File: src/rtl/core/tcw_pkg.sv
// Package for the text console writer: request and response payload types,
// request codes, the command format passed from the front end to the back end.
// No dependencies.
`default_nettype none

package tcw_pkg;

	localparam int CELL_INDEX_W = 11;
	localparam int CHAR_W = 8;
	localparam int ATTR_W = 8;
	localparam int CELL_W = 16;
	localparam int CURSOR_ROW_W = 5;
	localparam int CURSOR_COL_W = 7;
	// widest row and column numbers over the supported screen sizes
	localparam int MAX_ROW_W = 6;
	localparam int MAX_COL_W = 8;
	localparam int CMD_QUEUE_DEPTH = 2;

	localparam logic [1:0] REQ_PUT = 2'd0;
	localparam logic [1:0] REQ_READ = 2'd1;
	localparam logic [1:0] REQ_CLEAR = 2'd2;

	localparam logic [CHAR_W-1:0] NEWLINE_CHAR = 8'h0A;
	localparam logic [CHAR_W-1:0] BLANK_CHAR = 8'h20;
	localparam logic [ATTR_W-1:0] ATTR_RESET = 8'h07;

	typedef struct packed {
		logic [1:0]              req_type;
		logic [CHAR_W-1:0]       char_code;
		logic [CELL_INDEX_W-1:0] cell_index;
	} tcw_req_t;

	typedef struct packed {
		logic [CURSOR_ROW_W-1:0] cursor_row;
		logic [CURSOR_COL_W-1:0] cursor_col;
		logic [CELL_W-1:0]       cell_data;
		logic                    did_scroll;
	} tcw_rsp_t;

	typedef enum logic [2:0] {
		CMD_PUT,
		CMD_NEWLINE,
		CMD_READ,
		CMD_CLEAR,
		CMD_NOP
	} cmd_kind_t;

	typedef struct packed {
		cmd_kind_t               kind;
		logic [CHAR_W-1:0]       char_code;
		logic                    in_range;
		logic [MAX_ROW_W-1:0]    row;
		logic [MAX_COL_W-1:0]    col;
	} tcw_cmd_t;

	typedef enum logic [0:0] {
		BK_IDLE,
		BK_READ
	} back_state_t;

endpackage

`default_nettype wire

File: src/rtl/core/tcw_cmd_fifo.sv
// Short command queue between the front end and the back end.
// Depends on tcw_pkg.
`default_nettype none

module tcw_cmd_fifo (
	input  logic              clk,
	input  logic              arst_n,
	input  logic              wr_valid,
	output logic              wr_ready,
	input  tcw_pkg::tcw_cmd_t wr_data,
	output logic              rd_valid,
	input  logic              rd_ready,
	output tcw_pkg::tcw_cmd_t rd_data
);
	import tcw_pkg::*;

	localparam int PTR_W = (CMD_QUEUE_DEPTH > 1) ? $clog2(CMD_QUEUE_DEPTH) : 1;
	localparam int CNT_W = $clog2(CMD_QUEUE_DEPTH + 1);

	tcw_cmd_t         entries_q [CMD_QUEUE_DEPTH];
	logic [PTR_W-1:0] wr_ptr_q;
	logic [PTR_W-1:0] rd_ptr_q;
	logic [CNT_W-1:0] count_q;
	logic             push;
	logic             pop;

	assign wr_ready = count_q != CNT_W'(CMD_QUEUE_DEPTH);
	assign rd_valid = count_q != '0;
	assign rd_data = entries_q[rd_ptr_q];
	assign push = wr_valid && wr_ready;
	assign pop = rd_valid && rd_ready;

	always_ff @(posedge clk or negedge arst_n) begin
		if (!arst_n) begin
			wr_ptr_q <= '0;
			rd_ptr_q <= '0;
			count_q <= '0;
		end else begin
			if (push) begin
				wr_ptr_q <= wr_ptr_q + PTR_W'(1);
			end
			if (pop) begin
				rd_ptr_q <= rd_ptr_q + PTR_W'(1);
			end
			count_q <= count_q + CNT_W'(push) - CNT_W'(pop);
		end
	end

	always_ff @(posedge clk) begin
		if (push) begin
			entries_q[wr_ptr_q] <= wr_data;
		end
	end

endmodule

`default_nettype wire

File: config.mk
export PLATFORM = sky130hd
export DESIGN_NAME = tcw_cmd_fifo
export DESIGN_NICKNAME = d
export VERILOG_FILES = /design/src/rtl/core/tcw_pkg.sv /design/src/rtl/core/tcw_cmd_fifo.sv
export SDC_FILE = /design/constraint.sdc
export NUM_CORES = 1
export LEC_CHECK = 0
export BUFFER_PORTS_ARGS = -buffer_cell sky130_fd_sc_hd__buf_4
export CORE_UTILIZATION = 55
export CTS_CLUSTER_DIAMETER = 200
export DETAILED_ROUTE_END_ITERATION = 16
export PLACE_DENSITY_LB_ADDON = 0.12
export SLEW_MARGIN = 20
export SYNTH_ARGS = -nofsm -noshare
export SYNTH_HDL_FRONTEND = slang
export SYNTH_SLANG_ARGS = --single-unit
File: constraint.sdc
create_clock -name clk -period 6.77 [get_ports clk]
set_clock_uncertainty 0.1 [all_clocks]
set_input_delay 0 -clock clk [delete_from_list [all_inputs] [get_ports clk]]
set_output_delay 0 -clock clk [all_outputs]
set_load 0.1 [all_outputs]
Yosys cells after proc, flatten, opt, wreduce, memory -nomap -nowiden --
Memories as Yosys holds them, arrays and structs flattened. Cells that the tools add are included.
Cells by class: add/subtract/negate cells 4, equal/unequal tests 1, muxes and demuxes 2, reduce and logical (&&, ||, !) cells 3
Operator list (count):
- adder 1 bit, second input constant | 2
- adder 2 x 1 -> 2 bit | 1
- logical AND 1 bit | 2
- 2-to-1 mux 1 bit | 2
- inequality test 2 bit, second input constant | 1
- nonzero test 2 bit | 1
- subtractor 2 x 1 -> 2 bit | 1
Word-level totals: register bits after elaboration 4, bits in writable memories 52, output and inout bits 28, memories kept 1
Memory list:
- entries_q | words 2, bits a word 26, read ports 1, clocked after memory_dff 0, write ports 1, line tcw_cmd_fifo.sv:20 | tcw_cmd_t entries_q [CMD_QUEUE_DEPTH];

Logic depth before layout (Yosys ltp) --
depth in word-level cells 4, mapped depth 5

Worst setup path before layout --
OpenSTA, ideal clock, no wires.
kind register to register, start point register count_q[0], end point memory entries_q[0][0] (netlist bit), enable pin, library setup time 0.409 ns, arrival time 2.576 ns, required time 6.261 ns, slack 3.685 ns, cell stages (with the launch flop) 4, period minus slack after synthesis 3.085 ns, cells stage by stage dfrtp_1 -> nand2b_1 -> nand2_1 -> nor2_1
On the way: word-level cells in the longest chain between the ends 4
RTL lines:
- start: declaration | line tcw_cmd_fifo.sv:23 | logic [CNT_W-1:0] count_q;
- start signal: assignment | line tcw_cmd_fifo.sv:45 | count_q <= count_q + CNT_W'(push) - CNT_W'(pop);
- inequality test 2 bit | line tcw_cmd_fifo.sv:27 | assign wr_ready = count_q != CNT_W'(CMD_QUEUE_DEPTH);
- net wr_ready | line tcw_cmd_fifo.sv:9 | output logic wr_ready,
- logical AND 1 bit | line tcw_cmd_fifo.sv:30 | assign push = wr_valid && wr_ready;
- 2-to-1 mux 1 bit | line tcw_cmd_fifo.sv:50 | if (push) begin
- 2-to-1 mux 1 bit (implied by the code) | line tcw_cmd_fifo.sv:51 | entries_q[wr_ptr_q] <= wr_data;
- end: declaration | line tcw_cmd_fifo.sv:20
The timed path passes the listed nets, and every way through them passes these cells.

==> metrics.log <==
[metrics] largest fanout of any net on the critical path: 27
[metrics] Synth Register Bits: 56
[metrics] crit end category: primary output
[metrics] antenna violations before repair: 0
[metrics] Detailed Routing Iterations Pass 1: 4
[metrics] Overall Global Routing Usage: 0.194
[metrics] count of unique library cells instantiated by Yosys: 18
[metrics] Post-synth EDFFs: 52
[metrics] post-route insts no fill: 244
[metrics] width of the die: 63.8 um
[metrics] DP Cell Count: 206
[metrics] max_cap viols: 0
[metrics] footprint of the multi-input gates: 415 um^2
[metrics] number of global-route vias before repair: 1293
[metrics] warning count from the yosys run: 0
[metrics] main flop type after synthesis: sky130_fd_sc_hd__edfxtp_1
[metrics] Buf/Inv on CP: 1
[metrics] number of port buffers: 57
[metrics] final hold violation count: 0
[metrics] Clock Sink Count: 56
[metrics] run status: finished clean
[metrics] proportion of synthesized flip-flops having asynchronous set or reset: 0.0714
[metrics] Post-Synthesis Cells: 103
[metrics] area share of the leading cell type in the synthesized netlist: 0.743
[metrics] startpoint-to-endpoint class of the critical path: reg2out
[metrics] post-synthesis cell area: 0.00210 mm^2
[metrics] worst slew pin tran: 630 ps
[metrics] data arrival at the endpoint of the critical path: 1740 ps
[metrics] Cell Rows: 22
[metrics] Max-Slew Margin vs Limit: 0.580
[metrics] cell with the largest stage delay on the worst path: sky130_fd_sc_hd__dfrtp_2
[metrics] maximum level of the CTS H-tree: 2
[metrics] post-detailed-placement half-perimeter wirelength: 2020 um
[metrics] # diodes: 0
[metrics] final worst path period share: 0.272
[metrics] share of the yosys chip area belonging to registers: 0.791
[metrics] clock tree buffer depth: 2
[metrics] Synth Net Count: 134
[metrics] clock slew at reported path FFs: 90 ps
[metrics] most area-hungry cell type in the Yosys netlist: sky130_fd_sc_hd__edfxtp_1
[metrics] number of vias in the routed layout: 1203
[metrics] average vias per placed instance: 4.93
[metrics] # nets final: 226
[metrics] remaining design rule violation count: 0
[metrics] register cell area after layout: 0.00166 mm^2
[metrics] data required time of the worst path: 6670 ps
[metrics] layout overhead on the synthesized area: 42.1%
[metrics] CTS resizes: 0
[metrics] cell class contributing the biggest share of worst-path delay: flip-flops
[metrics] fraction of layout instances using a drive strength above 1: 0.485
[metrics] post-layout util: 0.815
[metrics] Initial Util: 0.574
[metrics] routed wire length: 3510 um
[metrics] antenna violation net count after detailed routing: 0
[metrics] DRC marker count from the first detailed-route iteration: 58
[metrics] CTS Buf Count: 5
[metrics] classification of the worst-slack hold path: in2reg
[metrics] Final Slew Violations: 0
[metrics] Fmax achieved: 0.543 GHz
[metrics] clock latency on the worst-skew pair: 290 ps
[metrics] final weighted congestion of routability-driven global placement: 0.632
[metrics] largest cells by area after synthesis: sky130_fd_sc_hd__edfxtp_1 74%, sky130_fd_sc_hd__mux2_2 14%, sky130_fd_sc_hd__dfrtp_1 4.8%
[metrics] maximum number of pins on one net before global-route repair: 28
[metrics] RSZ-0062 raised after global routing: no
[metrics] final hold slack: 327 ps
[metrics] delay of the slowest critical-path stage: 780 ps
[metrics] IO Count: 58
[metrics] most common cell in the netlist: sky130_fd_sc_hd__edfxtp_1
[metrics] Period minus WS final: 1840 ps
[metrics] wire length of the first global-routing pass: 5630 um
[metrics] most common library cells after synthesis: 52 x sky130_fd_sc_hd__edfxtp_1, 26 x sky130_fd_sc_hd__mux2_2, 4 x sky130_fd_sc_hd__dfrtp_1
[metrics] clock tree from TritonCTS: done
[metrics] setup violators final: 0
[metrics] Sum Neg Setup Slack: 0 ps
[metrics] overall die area: 0.00407 mm^2
[metrics] GRT Residual Overflow: 0
[metrics] final routed wire length divided by cell count: 14.4 um
[metrics] Avg Inst Size Synth: 20.4 um^2
[metrics] # fillers: 202
[metrics] number of buffers inserted to repair setup after CTS: 0
[metrics] Core Area: 0.00366 mm^2
[metrics] chain of cells forming the critical path: mux2_2 > buf_4
[metrics] Vert. Die Dim: 63.8 um
[metrics] startpoint type of the worst setup path: flop
[metrics] CTS Root Buffer Type: sky130_fd_sc_hd__clkbuf_8
## flip-flops by register name (all words and copies together) (netlist names)
| register | flops |
|---|---|
| wr_ptr_q | 1 |
| entries_q | 52 |
| count_q | 2 |
| rd_ptr_q | 1 |
## timing repair
action	in CTS	in global routing
setup endpoints to repair	0	0
hold endpoints to repair	59	0
hold buffers	30	0
## layout make-up
cell class,count,share of cell area
clock inverters,3,0.0142
well taps,48,0.0201
flip-flops and latches,56,0.557
multi-input cells,44,0.139
repair buffers,88,0.246
clock buffers,5,0.0231
## logic make-up after synthesis
| logic type | after synthesis | share of synthesized area |
|---|---|---|
| simple gates | 10 | 0.0232 |
| mux | 26 | 0.139 |
| fa+ha+maj | 1 | 0.00595 |
| flops | 56 | 0.791 |
| xor+xnor | 3 | 0.0125 |
| buf+inv | 3 | 0.0131 |
| compound gates | 4 | 0.0149 |
## worst reg2reg max path, delay by kind of cell (launching register included)
kind	cells	cell delay [ps]
AND/OR/NAND/NOR	2	770
flip-flops	1	440
## metal layers
layer | wire length, um | vias to the layer above | track usage | share of wire
met4 | 73 | 0 | 0.0852 | 0.021
met1 | 1380 | 579 | 0.205 | 0.39
li1 | - | 581 | - | -
met3 | 129 | 7 | 0.0589 | 0.037
met2 | 1930 | 36 | 0.351 | 0.55
met5 | 0 | - | 0 | 0
## through the flow
step	setup slack, ps	area [um^2]
floorplan	3680	2100
global placement	4750	2570
detailed placement	4710	2570
CTS	4560	2980
global route	4870	2990
finish	4930	2990
## layout by cell type, fill, tap and decap left out, types with 2 or more instances in the layout
cell | synthesis | final
sky130_fd_sc_hd__buf_4 | 0 | 58
sky130_fd_sc_hd__clkbuf_8 | 0 | 5
sky130_fd_sc_hd__dfrtp_1 | 4 | 3
sky130_fd_sc_hd__dlygate4sd3_1 | 0 | 30
sky130_fd_sc_hd__edfxtp_1 | 52 | 52
sky130_fd_sc_hd__mux2_2 | 26 | 26
sky130_fd_sc_hd__nand2_1 | 2 | 2
sky130_fd_sc_hd__nor2_1 | 3 | 2
sky130_fd_sc_hd__xnor2_1 | 3 | 3
## worst paths after layout
path / end / slack [ps] / start / depth (start not counted)
max: rd_data[9] / 4930 / rd_ptr_q$_DFFE_PN0P_ / 2
min: entries_q[0][21]$_DFFE_PP_ / 330 / wr_data[21] / 2
max reg2reg: entries_q[1][13]$_DFFE_PP_ / 5090 / count_q[0]$_DFF_PN0_ / 2
min reg2reg: wr_ptr_q$_DFFE_PN0P_ / 420 / wr_ptr_q$_DFFE_PN0P_ / 1
max in group asynchronous: rd_ptr_q$_DFFE_PN0P_ / 5890 / arst_n / 3
min in group asynchronous: count_q[1]$_DFF_PN0_ / 490 / arst_n / 3
Power is not shown: default switching activity piles up to over one toggle a cycle in this logic, so the estimate is an artifact.
