$ cat config.mk
export PLATFORM = sky130hd
export DESIGN_NAME = tcw_front
export DESIGN_NICKNAME = d
export VERILOG_FILES = /design/src/rtl/core/tcw_pkg.sv /design/src/rtl/core/tcw_front.sv
export SDC_FILE = /design/constraint.sdc
export NUM_CORES = 1
export LEC_CHECK = 0
export BUFFER_PORTS_ARGS = -buffer_cell sky130_fd_sc_hd__clkbuf_2
export CAP_MARGIN = 20
export CORE_MARGIN = 5
export CORE_UTILIZATION = 60
export CTS_CLUSTER_SIZE = 12
export DETAILED_ROUTE_END_ITERATION = 10
export PLACE_DENSITY = 0.8
export SLEW_MARGIN = 40
export SYNTH_ARGS = -nofsm -noshare
export SYNTH_HDL_FRONTEND = slang
export SYNTH_SLANG_ARGS = --single-unit
$ cat constraint.sdc
create_clock -name clk -period 3.9 [get_ports clk]
set_input_delay 0.975 -clock clk [delete_from_list [all_inputs] [get_ports clk]]
set_output_delay 0.975 -clock clk [all_outputs]
set_load 0.01 [all_outputs]
$ cat src/rtl/core/tcw_pkg.sv
// Package for the text console writer: request and response payload types,
// request codes, the command format passed from the front end to the back end.
// No dependencies.
`default_nettype none

package tcw_pkg;

	localparam int CELL_INDEX_W = 11;
	localparam int CHAR_W = 8;
	localparam int ATTR_W = 8;
	localparam int CELL_W = 16;
	localparam int CURSOR_ROW_W = 5;
	localparam int CURSOR_COL_W = 7;
	// widest row and column numbers over the supported screen sizes
	localparam int MAX_ROW_W = 6;
	localparam int MAX_COL_W = 8;
	localparam int CMD_QUEUE_DEPTH = 2;

	localparam logic [1:0] REQ_PUT = 2'd0;
	localparam logic [1:0] REQ_READ = 2'd1;
	localparam logic [1:0] REQ_CLEAR = 2'd2;

	localparam logic [CHAR_W-1:0] NEWLINE_CHAR = 8'h0A;
	localparam logic [CHAR_W-1:0] BLANK_CHAR = 8'h20;
	localparam logic [ATTR_W-1:0] ATTR_RESET = 8'h07;

	typedef struct packed {
		logic [1:0]              req_type;
		logic [CHAR_W-1:0]       char_code;
		logic [CELL_INDEX_W-1:0] cell_index;
	} tcw_req_t;

	typedef struct packed {
		logic [CURSOR_ROW_W-1:0] cursor_row;
		logic [CURSOR_COL_W-1:0] cursor_col;
		logic [CELL_W-1:0]       cell_data;
		logic                    did_scroll;
	} tcw_rsp_t;

	typedef enum logic [2:0] {
		CMD_PUT,
		CMD_NEWLINE,
		CMD_READ,
		CMD_CLEAR,
		CMD_NOP
	} cmd_kind_t;

	typedef struct packed {
		cmd_kind_t               kind;
		logic [CHAR_W-1:0]       char_code;
		logic                    in_range;
		logic [MAX_ROW_W-1:0]    row;
		logic [MAX_COL_W-1:0]    col;
	} tcw_cmd_t;

	typedef enum logic [0:0] {
		BK_IDLE,
		BK_READ
	} back_state_t;

endpackage

`default_nettype wire

$ cat src/rtl/core/tcw_front.sv
// Front end: accepts request transactions, splits the cell index into row and
// column by reciprocal multiplication and classifies the request.
// Depends on tcw_pkg.
`default_nettype none

module tcw_front #(
	parameter int SCREEN_COLUMNS = 80,
	parameter int SCREEN_ROWS = 25
) (
	input  logic              clk,
	input  logic              arst_n,
	input  logic              req_valid,
	output logic              req_ready,
	input  tcw_pkg::tcw_req_t req,
	output logic              cmd_valid,
	input  logic              cmd_ready,
	output tcw_pkg::tcw_cmd_t cmd
);
	import tcw_pkg::*;

	localparam int CELL_COUNT = SCREEN_ROWS * SCREEN_COLUMNS;
	// exact quotient for every 11-bit index
	localparam int DIV_SH = CELL_INDEX_W + $clog2(SCREEN_COLUMNS);
	localparam int RECIP_W = DIV_SH + 1;
	localparam int PROD_W = CELL_INDEX_W + RECIP_W;
	localparam logic [RECIP_W-1:0] RECIP =
		RECIP_W'((2 ** DIV_SH + SCREEN_COLUMNS - 1) / SCREEN_COLUMNS);

	logic                    valid_s1;
	tcw_req_t                req_s1;
	logic [PROD_W-1:0]       prod_s1;
	logic [CELL_INDEX_W-1:0] quot;
	logic [CELL_INDEX_W-1:0] row_start;
	logic [CELL_INDEX_W-1:0] rem;

	assign req_ready = !valid_s1 || cmd_ready;
	assign cmd_valid = valid_s1;

	always_ff @(posedge clk or negedge arst_n) begin
		if (!arst_n) begin
			valid_s1 <= 1'b0;
		end else if (req_ready) begin
			valid_s1 <= req_valid;
		end
	end

	always_ff @(posedge clk) begin
		if (req_valid && req_ready) begin
			req_s1 <= req;
			prod_s1 <= PROD_W'(req.cell_index) * PROD_W'(RECIP);
		end
	end

	always_comb begin
		quot = prod_s1[DIV_SH +: CELL_INDEX_W];
		row_start = CELL_INDEX_W'(quot * CELL_INDEX_W'(SCREEN_COLUMNS));
		rem = req_s1.cell_index - row_start;

		cmd.char_code = req_s1.char_code;
		cmd.in_range = 32'(req_s1.cell_index) < CELL_COUNT;
		cmd.row = MAX_ROW_W'(quot);
		cmd.col = MAX_COL_W'(rem);
		case (req_s1.req_type)
			REQ_PUT: begin
				cmd.kind = (req_s1.char_code == NEWLINE_CHAR) ? CMD_NEWLINE : CMD_PUT;
			end
			REQ_READ: begin
				cmd.kind = CMD_READ;
			end
			REQ_CLEAR: begin
				cmd.kind = CMD_CLEAR;
			end
			default: begin
				cmd.kind = CMD_NOP;
			end
		endcase
	end

endmodule

`default_nettype wire

## Yosys cells after proc, flatten, opt, wreduce, memory -nomap -nowiden

Index checks and enable logic that the tools add are counted.

| storage, ports and cells | value |
|---|---|
| bits in registers | 45 |
| output and inout port bits | 28 |
| bits of input ports | 25 |

| cells by class | value |
|---|---|
| add/sub/neg operators | 1 |
| order comparisons | 1 |
| muxes and demuxes | 2 |
| reduce and logical (&&, ||, !) cells | 4 |
| multipliers | 2 |
| eq/ne operators | 3 |

Operators with widths:

| cell | number |
|---|---|
| multiplier 11 x 12 -> 23 bit (second input constant) | 1 |
| < comparator 11 bit (second input constant) | 1 |
| case mux 3 bit (3 select lines) | 1 |
| equality test 8 x 4 -> 1 bit (second input constant) | 1 |
| subtractor 8 bit | 1 |
| multiplier 5 x 3 -> 4 bit (second input constant) | 1 |
| equality test 2 x 1 -> 1 bit (second input constant) | 1 |
| equality test 2 bit (second input constant) | 1 |
| logical NOT 2 bit | 1 |
| logical AND 1 bit | 1 |
| logical NOT 1 bit | 1 |
| logical OR 1 bit | 1 |
| 2-to-1 mux 1 bit | 1 |

## Depth between registers and ports, before layout

| logic depth | value |
|---|---|
| word-level depth | 3 |
| gate-level depth with buffers | 18 |

## Least setup slack after synthesis

No wires, ideal clock.

| path | value |
|---|---|
| kind | input port to flip-flop |
| start point | in req[9] in the netlist's numbering |
| end point | reg prod_s1[19] (data pin) |
| stages on the path | 15 |
| path slack | -1164 ps |
| setup time | 266 ps |
| buffers on the path | 0 |
| arrival | 4798 ps |
| data required time | 3634 ps |
| cell sequence | inv_1 -> ha_1 -> fa_1 -> inv_1 -> fa_1 -> inv_1 -> fa_1 -> fa_1 -> inv_1 -> ha_1 -> a31o_1 -> a211oi_2 -> a31oi_4 -> a221oi_2 -> o41ai_1 |

| between the ends | value |
|---|---|
| cells in the longest elaborated chain, start to end | 1 |

RTL lines:

| element | RTL line | RTL |
|---|---|---|
| start, declared | tcw_front.sv:14 | `input tcw_pkg::tcw_req_t req,` |
| multiplier 11 x 12 -> 23 bit | tcw_front.sv:50 | `prod_s1 <= PROD_W'(req.cell_index) * PROD_W'(RECIP);` |
| end signal, assigned | tcw_front.sv:50 |  |
| end, declared | tcw_front.sv:31 | `logic [PROD_W-1:0] prod_s1;` |

Every way passes these cells.
A chain may end at the register's enable or synchronous reset.

## Worst setup path in the final report

| path | value |
|---|---|
| start point | in req[9] in the netlist's numbering |
| end point | reg prod_s1[21] (data pin) |

The elaborated chain is that of the path after synthesis.

==> impl_metrics.ini <==
[run_status]
outcome = finished, violations left
violations = setup timing

[clock_network]
clk_path_buf_depth = 2
hold_buffers = 0
cts-htree-levels = 1
cts_tree = done
cts.sinks = 27
path_clk_slew_ps = 90
clock_latency_ps = 280
root_buffer = clkbuf_8
cts_buffers = 3

[min_path]
min_path_type = in -> async

[power]
power.switching_uw = 1005
p_leak_uw = 0.002205
power.internal_uw = 1233
power_frac_clock_pct = 7.0
p_sw_share_pct = 44.92
power.density_nw_per_um2 = 523.2
pwr-share-comb_pct = 75.6
ir_worst_vdd_mv = 0.3883
seqPwrFrac_pct = 17.4

[timing]
fin_crit_ps = 4846
finalHoldViolCount = 0
worst_pin_slew_ps = 562.5
period_share_pct = 124.3
fin_ws_ps = -945.9
timing.hold.ws_ps = 465.6
rsz0062_at_grt = true
setup_violations = 5
maxSlewViolCount = 0
fmax_mhz = 206.4
slew_headroom_pct = 62.50
clock_skew_ps = 4.422

[logic_synthesis]
synth_compound_area_share_pct = 8.110
synth-simple-area-share_pct = 5.847
synth_cell_type_count = 41
synth_edf_count = 26
synthArstFlopShare_pct = 3.704
synth_xor_xnor_area_share_pct = 2.376
postSynthAreaPerCell_um2 = 10.77
yosys_warnings = 0
ys.flop_type = edfxtp_1
synth_top_family_by_area = adder cells
syn_nets = 437
synth_mux_area_share_pct = 0
synth_adder_area_share_pct = 46.47
synth-seq-cells = 27
ys_seq_area_share_pct = 24.29
synth_cells = 308
syn_area_um2 = 3317

[setup_path]
cp.buffers_inverters = 3
crit_top_cell = fa_1
critPathTopFamily = adder cells
arrival_ps = 4870
r2r-start = cmd_valid
cp_slowest_cell = fa_1
cp.required_ps = 3920
worstSetupPathType = in -> reg
cp-start-kind = input pin
crit_path_start = req[9]
cp_slowest_stage_delay_ps = 560
path_max_fanout = 5
cp-end-kind = flop
crit_chain = clkbuf_16, ha_4, inv_2, fa_1, fa_1, inv_2, fa_1, fa_1, ha_4, o21ai_0, nor2_1, o311ai_1, nor2_1, o31ai_2, xnor2_1

[placed_design]
place_congestion = 0.8951
dp_cells = 471
postPlaceCellArea_um2 = 4015
dp_hpwl_um = 6678
io_buffers = 51

[floorplan]
rows = 27
floorplan.initialDensity_pct = 60.98
io_pins = 53
die_y_um = 84.35
coreArea_um2 = 5439
die_w_um = 84.35
die-area_um2 = 7115

[global_routing]
grt_first_pass_wirelength_um = 13660
grt_pass1_vias = 2887
grt_overflow_total = 0
grt_start_max_net_pins = 27
antenna_found_initial = 0
grt_usage_pct = 24.56

[drt]
avgRoutedWirePerCell_um = 18.08
dr_total_vias = 2610
drtIter0Drc = 167
drc = 0
wl_um = 8624
vias_per_cell = 5.472
first_pass_iters = 6
drtAntennaViolNets = 0

[job]
maxCapViolCount = 0

[layout]
fin_util_pct = 78.63
area_growth_pct = 28.93
final_common_cell = inv_1
multi_input_area_um2 = 2263
fin_nets = 535
layout.cells.non_filler = 477
final_area_um2 = 4277
layout-drive-gt1-share_pct = 37.04
num_antenna_cells = 0
mostFrequentLayoutCells = inv_1 (74), ha_1 (61), buf_4 (55), clkbuf_2 (44), fa_1 (30)
fill_cells = 296
seq_area_um2 = 805.8
[repair_timing]
item | CTS | global route
pin swaps | 18 | 14
setup endpoints to repair | 5 | 5
gates cloned | 0 | 0
gates resized for setup | 27 | 14
buffers inserted | 1 | 1
[power by group through the flow]
| stage | Combinational, uW | Clock, uW | Sequential [uW] |
|---|---|---|---|
| floorplan | 1010 | 0 | 399 |
| global placement | 1390 | 0 | 394 |
| detailed placement | 1500 | 0 | 396 |
| CTS | 1590 | 155 | 389 |
| global route | 1900 | 163 | 393 |
| finish | 1690 | 156 | 389 |
[through the flow]
stage               setup slack, ps  power, uW  setup TNS (ps)
floorplan                    -895.1       1406           -4055
global placement              -1195       1787           -5693
detailed placement            -1270       1895           -6249
CTS                          -927.5       2132           -4427
global route                  -1081       2456           -5250
finish                       -945.9       2238           -4536
[logic make-up after synthesis]
family                     Yosys count
and+or+nand+nor                     34
adders and majority gates          104
DFF                                 27
buffers and inverters               98
xor gates and xnor gates             9
other                                1
AOI/OAI and AO/OA                   35
[layer usage]
layer | global-route usage, % | vias up | share of wire (%)
met5 | 0 | - | 0
met4 | 12.37 | 0 | 5.8
met3 | 2.748 | 37 | 5.0
met2 | 46.05 | 97 | 53
met1 | 27.23 | 1273 | 36
li1 | - | 1203 | -
[sequential cells by signal, indices dropped and copies added, names as in the netlist]
name / flops
prod_s1: 5
req_s1: 13
cmd_valid: 1
cmd: 8
[cell type report]
cell class	instances	share of cell area, %
clock buffer	3	0.9655
sequential	27	18.84
clock inverter	1	0.1170
timing repair buffer	107	17.61
inverter	84	7.431
tap	72	2.106
multi-input combinational	183	52.93
[worst paths after layout]
check / depth (start not counted) / slack (ps) / endpoint
worst max-delay path: 15 / -950 / prod_s1[21]
min in group clk: 2 / 600 / cmd_valid
max in group asynchronous: 1 / 3340 / cmd_valid
worst min register to register: 2 / 600 / cmd_valid
worst min-delay path: 1 / 470 / cmd_valid
worst max register to register: 2 / 2490 / cmd[18]
[worst reg2reg max path, delay by kind of cell, from the launching register on]
kind	cells	cell delay (ps)
and+or+nand+nor	2	650
DFF	1	400
[Yosys cell counts, types with 2 or more instances]
library cell	n	area [um2]
o211ai_1	2	15.01
edfxtp_1	26	780.8
fa_1	32	640.6
a211oi_1	2	15.01
nand2_1	7	26.28
a21oi_1	12	60.06
ha_1	72	900.9
nand3_1	2	10.01
inv_1	84	315.3
buf_4	13	97.59
nand4b_1	3	26.28
nand2b_1	2	12.51
xnor2_1	8	70.07
and3_1	2	12.51
a21o_1	2	15.01
o21ai_0	4	20.02
nor4b_1	3	26.28
nor3_1	2	10.01
nor2_1	8	30.03
No activity file was read; power rests on OpenSTA's default activity.
